## config.mk

```make
export PLATFORM = sky130hd
export DESIGN_NAME = blss_ctrl_flat
export DESIGN_NICKNAME = d
export VERILOG_FILES = /design/src/rtl/core/blss_pkg.sv /design/src/rtl/core/blss_if.sv /design/src/rtl/core/blss_ctrl.sv /design/src/flat_wrapper.sv
export SDC_FILE = /design/constraint.sdc
export NUM_CORES = 1
export LEC_CHECK = 0
export ABC_CLOCK_PERIOD_IN_PS = 9600
export BUFFER_PORTS_ARGS = -buffer_cell sky130_fd_sc_hd__buf_4
export CAP_MARGIN = 20
export CORE_ASPECT_RATIO = 1.4
export CORE_MARGIN = 2
export CORE_UTILIZATION = 52
export CTS_CLUSTER_SIZE = 24
export DETAILED_ROUTE_END_ITERATION = 8
export HOLD_SLACK_MARGIN = 0.03
export PLACE_DENSITY_LB_ADDON = 0.05
export SLEW_MARGIN = 10
export SYNTH_ARGS = -nofsm -noshare
export SYNTH_HDL_FRONTEND = slang
export SYNTH_SLANG_ARGS = --single-unit
```

## constraint.sdc

```tcl
create_clock -name clk -period 9.6 [get_ports clk]
set_clock_uncertainty 0.1 [all_clocks]
set_input_delay 0.48 -clock clk [delete_from_list [all_inputs] [get_ports clk]]
set_output_delay 0.48 -clock clk [all_outputs]
set_load 0.01 [all_outputs]
```

## src/rtl/core/blss_pkg.sv

```systemverilog
// ----------------------------------------------------------------------------
// blss_pkg
// Shared sizes, operation and status codes, and the bundles that pass between
// the control engine and the top level of the bounded stack.
// ----------------------------------------------------------------------------
package blss_pkg;

	// storage geometry
	localparam int DEPTH  = 256;
	localparam int ADDR_W = (DEPTH > 1) ? $clog2(DEPTH) : 1;
	localparam int CNT_W  = $clog2(DEPTH + 1);

	// fixed field widths
	localparam int WORD_W = 32;
	localparam int FUNC_W = 3;
	localparam int STAT_W = 2;
	localparam int IDX_W  = 8;
	localparam int FILL_W = 9;
	localparam int CAP_W  = 9;

	// capacity after reset, clipped to what the register holds
	localparam int CAP_RST = (DEPTH > 511) ? 511 : DEPTH;

	typedef enum logic [FUNC_W-1:0] {
		FN_PUSH   = 3'd0,
		FN_POP    = 3'd1,
		FN_PEEK   = 3'd2,
		FN_CLEAR  = 3'd3,
		FN_SEARCH = 3'd4
	} func_t;

	typedef enum logic [STAT_W-1:0] {
		ST_OK       = 2'd0,
		ST_FULL     = 2'd1,
		ST_EMPTY    = 2'd2,
		ST_NOTFOUND = 2'd3
	} status_t;

	// one finished result beat
	typedef struct packed {
		status_t                   status;
		logic signed [WORD_W-1:0]  data;
		logic        [IDX_W-1:0]   found_index;
		logic        [FILL_W-1:0]  fill_count;
		logic                      is_empty;
		logic                      is_full;
	} res_t;

	// storage access request from the engine
	typedef struct packed {
		logic              we;
		logic [ADDR_W-1:0] waddr;
		logic [WORD_W-1:0] wdata;
		logic              re;
		logic [ADDR_W-1:0] raddr;
	} ram_req_t;

endpackage

```

## src/rtl/core/blss_if.sv

```systemverilog
// ----------------------------------------------------------------------------
// blss channel interfaces
// Valid/ready channels for requests, results and the capacity register.
// ----------------------------------------------------------------------------

// request channel: operation and operand word
interface blss_req_if;
	import blss_pkg::*;

	logic                     valid;
	logic                     ready;
	logic        [FUNC_W-1:0] func;
	logic signed [WORD_W-1:0] value;

	modport source (output valid, output func, output value, input ready);
	modport sink   (input valid, input func, input value, output ready);
endinterface


```

## src/rtl/core/blss_ctrl.sv

```systemverilog
// ----------------------------------------------------------------------------
// blss_ctrl
// Stack engine: keeps the fill count, decodes operations, drives the storage
// RAM and walks it top-down for a search, one entry per cycle.
// ----------------------------------------------------------------------------
module blss_ctrl (
	input  logic                     clk,
	input  logic                     arst_n,
	blss_req_if.sink                 req,
	input  logic [blss_pkg::CNT_W-1:0] lim,
	input  logic                     slot_free,
	output logic                     res_valid,
	output blss_pkg::res_t           res,
	output blss_pkg::ram_req_t       ram,
	input  logic [blss_pkg::WORD_W-1:0] rdata
);
	import blss_pkg::*;

	typedef enum logic [1:0] {
		S_IDLE,
		S_READ,
		S_SCAN
	} state_t;

	state_t            state_q, state_d;
	logic [CNT_W-1:0]  top_q, top_d;
	logic [CNT_W-1:0]  top_dec;
	logic [ADDR_W-1:0] ptr_q, ptr_d;
	logic [WORD_W-1:0] key_q;
	logic              accept;
	logic              hit;
	logic              at_bottom;

	assign top_dec   = top_q - CNT_W'(1);
	assign accept    = req.valid && req.ready;
	assign hit       = (rdata == key_q);
	assign at_bottom = (ptr_q == '0);

	// ready only between operations and with room for the result
	assign req.ready = (state_q == S_IDLE) && slot_free;

	// operation decode and result forming
	always_comb begin
		state_d         = state_q;
		top_d           = top_q;
		ptr_d           = ptr_q;
		res_valid       = 1'b0;
		res.status      = ST_OK;
		res.data        = '0;
		res.found_index = '0;
		ram.we          = 1'b0;
		ram.waddr       = top_q[ADDR_W-1:0];
		ram.wdata       = req.value;
		ram.re          = 1'b0;
		ram.raddr       = top_dec[ADDR_W-1:0];

		unique case (state_q)
			S_IDLE: begin
				if (accept) begin
					unique case (req.func)
						FN_PUSH: begin
							res_valid = 1'b1;
							if (top_q >= lim) begin
								res.status = ST_FULL;
							end else begin
								ram.we = 1'b1;
								top_d  = top_q + CNT_W'(1);
							end
						end
						FN_POP, FN_PEEK: begin
							if (top_q == '0) begin
								res_valid  = 1'b1;
								res.status = ST_EMPTY;
							end else begin
								ram.re  = 1'b1;
								state_d = S_READ;
								if (req.func == FN_POP) begin
									top_d = top_dec;
								end
							end
						end
						FN_CLEAR: begin
							res_valid = 1'b1;
							top_d     = '0;
						end
						FN_SEARCH: begin
							if (top_q == '0) begin
								res_valid  = 1'b1;
								res.status = ST_NOTFOUND;
							end else begin
								ram.re  = 1'b1;
								ptr_d   = top_dec[ADDR_W-1:0];
								state_d = S_SCAN;
							end
						end
						default: begin
							res_valid = 1'b1;
						end
					endcase
				end
			end
			S_READ: begin
				res.data  = $signed(rdata);
				res_valid = slot_free;
				if (slot_free) begin
					state_d = S_IDLE;
				end
			end
			S_SCAN: begin
				if (hit || at_bottom) begin
					res_valid = slot_free;
					if (hit) begin
						res.found_index = IDX_W'(ptr_q);
					end else begin
						res.status = ST_NOTFOUND;
					end
					if (slot_free) begin
						state_d = S_IDLE;
					end
				end else begin
					ram.re    = 1'b1;
					ram.raddr = ptr_q - ADDR_W'(1);
					ptr_d     = ptr_q - ADDR_W'(1);
				end
			end
			default: begin
				state_d = S_IDLE;
			end
		endcase

		res.fill_count = FILL_W'(top_d);
		res.is_empty   = (top_d == '0);
		res.is_full    = (top_d >= lim);
	end

	// state and fill count
	always_ff @(posedge clk or negedge arst_n) begin
		if (!arst_n) begin
			state_q <= S_IDLE;
			top_q   <= '0;
		end else begin
			state_q <= state_d;
			top_q   <= top_d;
		end
	end

	// scan pointer and search key
	always_ff @(posedge clk) begin
		ptr_q <= ptr_d;
		if (accept) begin
			key_q <= req.value;
		end
	end

	// fill count never passes the storage depth
	a_top_bound: assert property (@(posedge clk) disable iff (!arst_n)
		top_q <= CNT_W'(DEPTH))
		else $error("fill count above depth");

	// the RAM is never written and read in the same cycle
	a_no_rw_overlap: assert property (@(posedge clk) disable iff (!arst_n)
		!(ram.we && ram.re))
		else $error("storage write and read overlap");

	// a push that is not refused grows the stack by one
	a_push_grows: assert property (@(posedge clk) disable iff (!arst_n)
		(accept && req.func == FN_PUSH && top_q < lim) |=> top_q == $past(top_q) + CNT_W'(1))
		else $error("push did not advance fill count");

	// a result only leaves the engine when the output slot can take it
	a_res_has_room: assert property (@(posedge clk) disable iff (!arst_n)
		res_valid |-> slot_free)
		else $error("result without free slot");

	// a scan step only moves the pointer downward
	a_scan_down: assert property (@(posedge clk) disable iff (!arst_n)
		(state_q == S_SCAN && !hit && !at_bottom) |=> ptr_q == $past(ptr_q) - ADDR_W'(1))
		else $error("scan pointer did not step down");

endmodule

```

## src/flat_wrapper.sv

```systemverilog
// flat-port wrapper written by rule: the top's interface ports become plain ports
module blss_ctrl_flat import blss_pkg::*;
  (clk, arst_n, lim, slot_free, res_valid, res, ram, rdata, req_valid, req_func, req_value, req_ready);
  blss_req_if req_i ();
  input  logic clk;
  input  logic arst_n;
  input  logic [blss_pkg::CNT_W-1:0] lim;
  input  logic slot_free;
  output logic res_valid;
  output blss_pkg::res_t res;
  output blss_pkg::ram_req_t ram;
  input  logic [blss_pkg::WORD_W-1:0] rdata;
  input wire logic [$bits(req_i.valid)-1:0] req_valid;
  input wire logic [$bits(req_i.func)-1:0] req_func;
  input wire logic [$bits(req_i.value)-1:0] req_value;
  output wire logic [$bits(req_i.ready)-1:0] req_ready;
  assign req_i.valid = req_valid;
  assign req_i.func = req_func;
  assign req_i.value = req_value;
  assign req_ready = req_i.ready;
  blss_ctrl u_core (.clk(clk), .arst_n(arst_n), .req(req_i), .lim(lim), .slot_free(slot_free), .res_valid(res_valid), .res(res), .ram(ram), .rdata(rdata));
endmodule
```

-- After elaboration in Yosys (flattened, before gate mapping)
Index checks and enable logic that the tools add are counted.
- $add $sub $neg: 3
- $lt $le $gt $ge: 2
- eq/ne operators: 15
- multiplexer cells: 45
- reduce and logical (&&, ||, !) cells: 13
- operators with widths (operator ; count):
    $mux 8 ; 8
    $mux 9 ; 6
    $eq 32x32->1 ; 1
    $mux 32 ; 1
    $pmux 9 s3 ; 1
    $mux 2 ; 10
    $ge 9x9->1 ; 2
    $logic_not 9->1 ; 2
    $pmux 8 s2 ; 1
    $mux 1 ; 12
    $pmux 2 s3 ; 2
    $reduce_and 5->1 ; 2
    $add 9x1->9 const B ; 1
    $ne 3x3->1 const B ; 3
    $sub 9x1->9 const B ; 1
    $logic_not 8->1 ; 1
    $pmux 2 s2 ; 2
    $sub 8x1->8 const B ; 1
    $eq 3x2->1 const B ; 2
    $ne 2x2->1 const B ; 3
    $ne 2x1->1 const B ; 2
    $eq 3x1->1 const B ; 1
    $eq 3x3->1 const B ; 1
    $logic_not 3->1 ; 1
    other kinds (10) ; 11
- register bits: 51
- word-level logic and storage cells: 82

-- Longest topological paths before layout
Gate-level depths: netlist of the first run.
- depth after elaboration: 7
- depth in mapped cells: 15
- gate-level depth less buffers: 15

-- Worst setup path before layout of the first run
Ideal clock, no wire load.
- path type: reg2out
- from: register u_core.state_q[0]
- to: output port res[0] in the netlist's numbering
- data arrival time: 3722 ps
- required time: 9020 ps
- path slack: 5298 ps
- stages on the path, launching flop included: 16
- path buffers: 0
- cells stage by stage: dfrtp_1 -> inv_1 -> ha_1 -> nand3_1 -> inv_1 -> nand2_1 -> o211ai_1 -> o21ai_0 -> ha_1 -> nand2b_1 -> a21o_1 -> a21o_1 -> a21o_1 -> a211o_1 -> a21oi_1 -> o21ai_0
- RTL lines (what ; line ; RTL):
    from (decl) ; blss_ctrl.sv:25 ; state_t state_q, state_d;
    from (signal assigned) ; blss_ctrl.sv:142 ; state_q <= state_d;
    to (decl) ; flat_wrapper.sv:10 ; output blss_pkg::res_t res;

==> run metrics, run 1 <==
Hold Startpoint req_value[8]; most frequent cell after synthesis buf_4; syn avg cell area 9.941 um^2; CTS sink cnt 51; Initial DRC Count 170; DR DRC count 0; placer congestion estimate 0.9884; ranking of synthesized cells by area edfxtp_1 30%, ha_1 8.2%, xor2_1 8.1%; Post-CTS Setup Bufs 0; MaxCap Viol Count 0; Worst R2R Path Depth 8; Post-synth EDFFs 40; # setup viols final 0; fmax 210.1 MHz; first-pass GRT wire length 16,700 um; WHS Endpoint u_core.key_q[8]; Synth area leader edfxtp_1; R2R Path Start u_core.state_q[1]; Max FO, Critical Path 35; GR Util met2 48.58%; post-synth cell types 60; M3 GR Usage 4.027%; layout cells sized above 1 37.80%; R2R setup slack 6530 ps; Synth top area share 30.13%; Mapped Nets 507; Longest Clk Path Bufs 2; worst hold path depth 1; core area 7407 um^2; number of vias per cell 5.431; reg2reg end u_core.ptr_q[7]; # fillers 635; Post-layout nets 650; Req. time, crit path 9020 ps; final-report max-slew violation count 0; flop and latch count out of synthesis 51; initial antenna violation count 0; post-CTS resize count 0; antenna-violating nets left 0; Post-synth top cells 41 x buf_4, 40 x edfxtp_1, 37 x xor2_1; vias in the first global route 3,325; Yosys Warn Count 0; via count 3,487; sequential area share after synthesis 37.04%; Die X 78 um; hold buffers post-CTS 1; CTS tree done; outcome finished, final reports clean; Setup CP Type flop to output pin; die area 8392 um^2; worst relative slew slack 43.30%; GRT Overall Usage 25.54%; Main synth FF type edfxtp_1; clock root buffer clkbuf_8; largest net degree at the start of global routing 36; Site Rows 37; clock buffer count from CTS 5; H-tree levels 2; Chip Height 107.6 um; pwr/cell area 213.8 nW/um^2; Fin Hold WS 253.7 ps; RSZ-0062 raised after global routing false; DP HPWL 8944 um; Final Hold Fails 0; Worst VDD drop 0.0001326 V; Inst Count DP 633; Port Buffer Count 184; hold crit path type input pin to flop; Static Leak 2.445 nW; Layout area overhead 31.92%; CP endpoint kind output pin; GRT overflow 0; Post-Synthesis Cell Area 3986 um^2; Worst-Margin Slew 850.5 ps; total negative slack 0 ps; Worst-path clk slew 100 ps; Post-Route WL 11,010 um; post-synthesis cell count 401; Antenna Cells 0; Starting Density 53.82%; Cell Count, Final, Fillers Out 642; minimum clock period 4759 ps; crit start category flop; post-DR wirelength/cell 17.14 um; GRT Max-Usage Layer met2; num ports 185; Async SR Flop Fraction 21.57%; met1 Use GR 27.36%; CP arrival 4180 ps; final worst-path cycle share 49.57%; Worst-Skew Late Latency 310 ps; 1st-pass router iterations 4
flip-flops by register name (all words and copies together) (netlist names):
register,flops
u_core.key_q,32
u_core.top_q,9
u_core.ptr_q,8
u_core.state_q,2
cell families (layout without fill, tap and decap cells):
logic type / after synthesis / after routing / synth area share (%)
compound gates: 61 / 61 / 11.14
fa+ha+maj: 26 / 26 / 8.161
xor+xnor: 44 / 44 / 9.667
simple gates: 133 / 133 / 19.77
flops: 51 / 51 / 37.04
mux: 13 / 13 / 3.264
buf+inv: 73 / 217 / 10.95
worst max-delay path: stages (launching register included):
cell	delay [ps]
dfrtp_1	440
inv_1	100
ha_1	220
nand3_1	260
inv_1	210
buf_4	410
a41o_1	270
a21oi_2	40
o31ai_1	500
ha_1	350
a21o_1	160
a21o_1	170
a211o_1	290
a21oi_1	170
o21ai_0	120
buf_4	150
area by class of cell:
cell class                      count  area [um^2]  area share [%]
Clock inverter                      2        16.27          0.3093
Multi-Input combinational cell    277         2073           39.42
Sequential cell                    51         1476           28.08
Tap cell                           97        121.4           2.308
Clock buffer                        6        82.58           1.570
Inverter                           22        82.58           1.570
Timing Repair Buffer              187         1406           26.74
cells in the final DEF, fill, tap and decap left out, types with 3 or more instances in the layout:
master,synthesis,final
a21oi_1,13,13
nand2b_1,3,3
o21a_1,3,3
or3_1,5,5
nor4_1,11,11
nor3_1,7,7
clkbuf_8,0,6
and3_1,8,8
or4_1,3,3
nand3_1,6,6
xnor2_1,7,7
and2_1,33,33
buf_4,41,186
o31ai_1,3,3
o21ai_0,11,11
inv_1,21,21
nand2_1,16,16
xor2_1,37,37
a21o_1,5,5
mux2i_1,13,13
o211ai_1,5,5
ha_1,26,26
nor2_1,17,17
o311ai_0,4,4
edfxtp_1,40,40
nand4_1,4,4
dfrtp_1,11,11
how the worst max path moves through the flow:
stage / startpoint / to / slack (ps) / cells after the start
2_1_floorplan: u_core.state_q[0] / res[0] / 5300 / 15
4_1_cts: u_core.state_q[0] / res[0] / 4790 / 15
5_1_grt: u_core.state_q[0] / res[0] / 4610 / 15
6_report: u_core.state_q[1] / res[0] / 4840 / 15
3_5_place_dp: u_core.state_q[0] / res[0] / 5140 / 15
3_3_place_gp: u_core.state_q[0] / res[0] / 5220 / 15
metal layers:
layer | wire length (um) | vias to the layer above | share of wire (%)
met2 | 5908 | 155 | 54
met1 | 4003 | 1617 | 36
met4 | 373 | 0 | 3.4
li1 | - | 1687 | -
met3 | 720 | 28 | 6.5
met5 | 0 | - | 0
where the power goes:
group | switching (mW) | internal (mW) | total (mW) | leakage [nW]
logic | 0.340 | 0.308 | 0.648 | 1.88
clock network | 0.0736 | 0.0590 | 0.133 | 0.0474
registers | 0.0518 | 0.292 | 0.343 | 0.513
through the flow:
step,instance area (um^2),total power [mW],setup WS (ps),utilization (%)
3_5_place_dp,5150,0.9979,5143,69.53
5_1_grt,5259,1.201,4607,71.00
3_3_place_gp,5150,0.9851,5215,69.53
4_1_cts,5259,1.134,4792,71.00
2_1_floorplan,3986,0.7432,5298,-
6_report,5259,1.125,4841,71.00
No activity file was read; power rests on OpenSTA's default activity.
==> run 2: changes to the inputs <==
Settings changed: ABC_CLOCK_PERIOD_IN_PS 9600 to 4900, CORE_UTILIZATION 52 to 48.
Clock period 9.6 ns to 4.9 ns, I/O delays scaled along.
==> run metrics, run 2 (synthesis results as in run 1) <==
R2R setup slack 1870 ps; outcome finished, final reports clean; # fillers 720; DR DRC count 0; Worst-Margin Slew 858.2 ps; initial antenna violation count 0; R2R Path Start u_core.state_q[0]; met1 Use GR 25.49%; Starting Density 49.21%; crit start category flop; post-CTS resize count 0; Layout area overhead 33.68%; minimum clock period 4354 ps; GRT Overall Usage 23.31%; Post-Route WL 10,660 um; Worst-path clk slew 70 ps; M3 GR Usage 3.566%; layout cells sized above 1 37.91%; placer congestion estimate 0.8741; Chip Height 111.8 um; GRT Max-Usage Layer met2; vias in the first global route 3,394; post-DR wirelength/cell 16.45 um; MaxCap Viol Count 0; worst relative slew slack 42.79%; Max FO, Critical Path 10; 1st-pass router iterations 4; most common cell after layout, fill and taps aside buf_4; H-tree levels 2; Post-layout nets 651; hold crit path type input pin to flop; DP HPWL 8711 um; Biggest register u_core.key_q; first-pass GRT wire length 16,340 um; crit-path cells inv_1 -> ha_1 -> nand2b_4 -> a41oi_2 -> o211ai_4 -> a21o_1 -> o21ai_0 -> ha_1 -> nand2b_1 -> a21o_1 -> a21o_1 -> a21o_1 -> a211o_1 -> a21oi_1 -> o21ai_0 -> buf_4; most frequent cells in the layout 187 x buf_4, 40 x edfxtp_1, 37 x xor2_1; Die X 81.02 um; Overall Power 2.293 mW; slowest stage cell, crit path dfrtp_1; clock buffer count from CTS 5; via count 3,414; Setup CP Type flop to output pin; CTS sink cnt 51; Port Buffer Count 184; Site Rows 39; num ports 185; CP arrival 4010 ps; fmax 229.7 MHz; largest net degree at the start of global routing 35; Worst VDD drop 0.0003198 V; Hold Startpoint req_value[24]; RSZ-0062 raised after global routing false; Largest regs u_core.key_q: 32 flops, u_core.top_q: 9 flops, u_core.ptr_q: 8 flops; final-report max-slew violation count 0; Final Hold Fails 0; GRT overflow 0; critical path startpoint u_core.top_q[0]; die area 9060 um^2; slowest stage delay, CP 450 ps; Longest Clk Path Bufs 2; final worst-path cycle share 88.87%; Req. time, crit path 4550 ps; GR Util met2 43.75%; pwr/cell area 430.4 nW/um^2; Layout Utilization 65.79%; clock root buffer clkbuf_16; Antenna Cells 0; max reg flops 32; Worst-Skew Late Latency 280 ps; # setup viols final 0; Top cell by count, worst path a21o_1; antenna-violating nets left 0; Static Leak 2.476 nW; CP endpoint kind output pin; CTS tree done; Initial DRC Count 161; core area 8100 um^2; total negative slack 0 ps; number of vias per cell 5.269
run 2: cell types whose count changed in the layout (fill, tap and decap cells not counted), sizes merged:
cell,change
buf,+1
run 2: power breakdown:
part	internal, mW	total, mW	switching [mW]
registers	0.572	0.673	0.101
clock network	0.204	0.355	0.151
logic	0.607	1.27	0.658
run 2: path summary, 6_finish.rpt:
| path | endpoint | cells after the start |
|---|---|---|
| worst max-delay path | res[0] | 16 |
| worst min-delay path | u_core.key_q[24] | 1 |
| worst max register to register | u_core.ptr_q[1] | 8 |
| worst min register to register | u_core.state_q[0] | 2 |
| max in group asynchronous | u_core.state_q[1] | 2 |
| min in group asynchronous | u_core.state_q[0] | 2 |
run 2: layout make-up:
cell class                      instances  area [um^2]  area share [%]
Sequential cell                        51         1476           27.71
Clock buffer                            6        138.9           2.606
Clock inverter                          2        16.27          0.3052
Inverter                               22        82.58           1.550
Tap cell                              102        127.6           2.395
Timing Repair Buffer                  188         1414           26.53
Multi-Input combinational cell        277         2073           38.91
run 2: metal layers:
metal | vias to the layer above | wire length [um]
met5 | - | 0
met4 | 0 | 281
met3 | 20 | 643
met2 | 121 | 5766
met1 | 1587 | 3966
li1 | 1686 | -
run 2: per-stage QoR:
| stage | hold WS (ps) | area (um^2) | worst slack [ps] | cells |
|---|---|---|---|---|
| after floorplan | -150.6 | 3986 | 833.1 | 401 |
| after global placement | 1.373 | 5164 | 946.4 | 639 |
| after detailed placement | 3.667 | 5164 | 864.9 | 639 |
| after CTS | 37.35 | 5329 | 530.8 | 648 |
| after global routing | 33.34 | 5329 | 268.1 | 648 |
| final | 41.54 | 5329 | 545.6 | 648 |
run 2: timing repair:
item                      CTS  global route
hold endpoints to repair   11             0
setup buffers               0             0
hold buffers                1             0
run 2: worst max-delay path: cells and delay by family (launching register included):
kind	cells	cell delay [ps]
flops	1	450
compound gates	10	2120
fa+ha+maj	2	590
simple gates	2	280
buf+inv	2	290
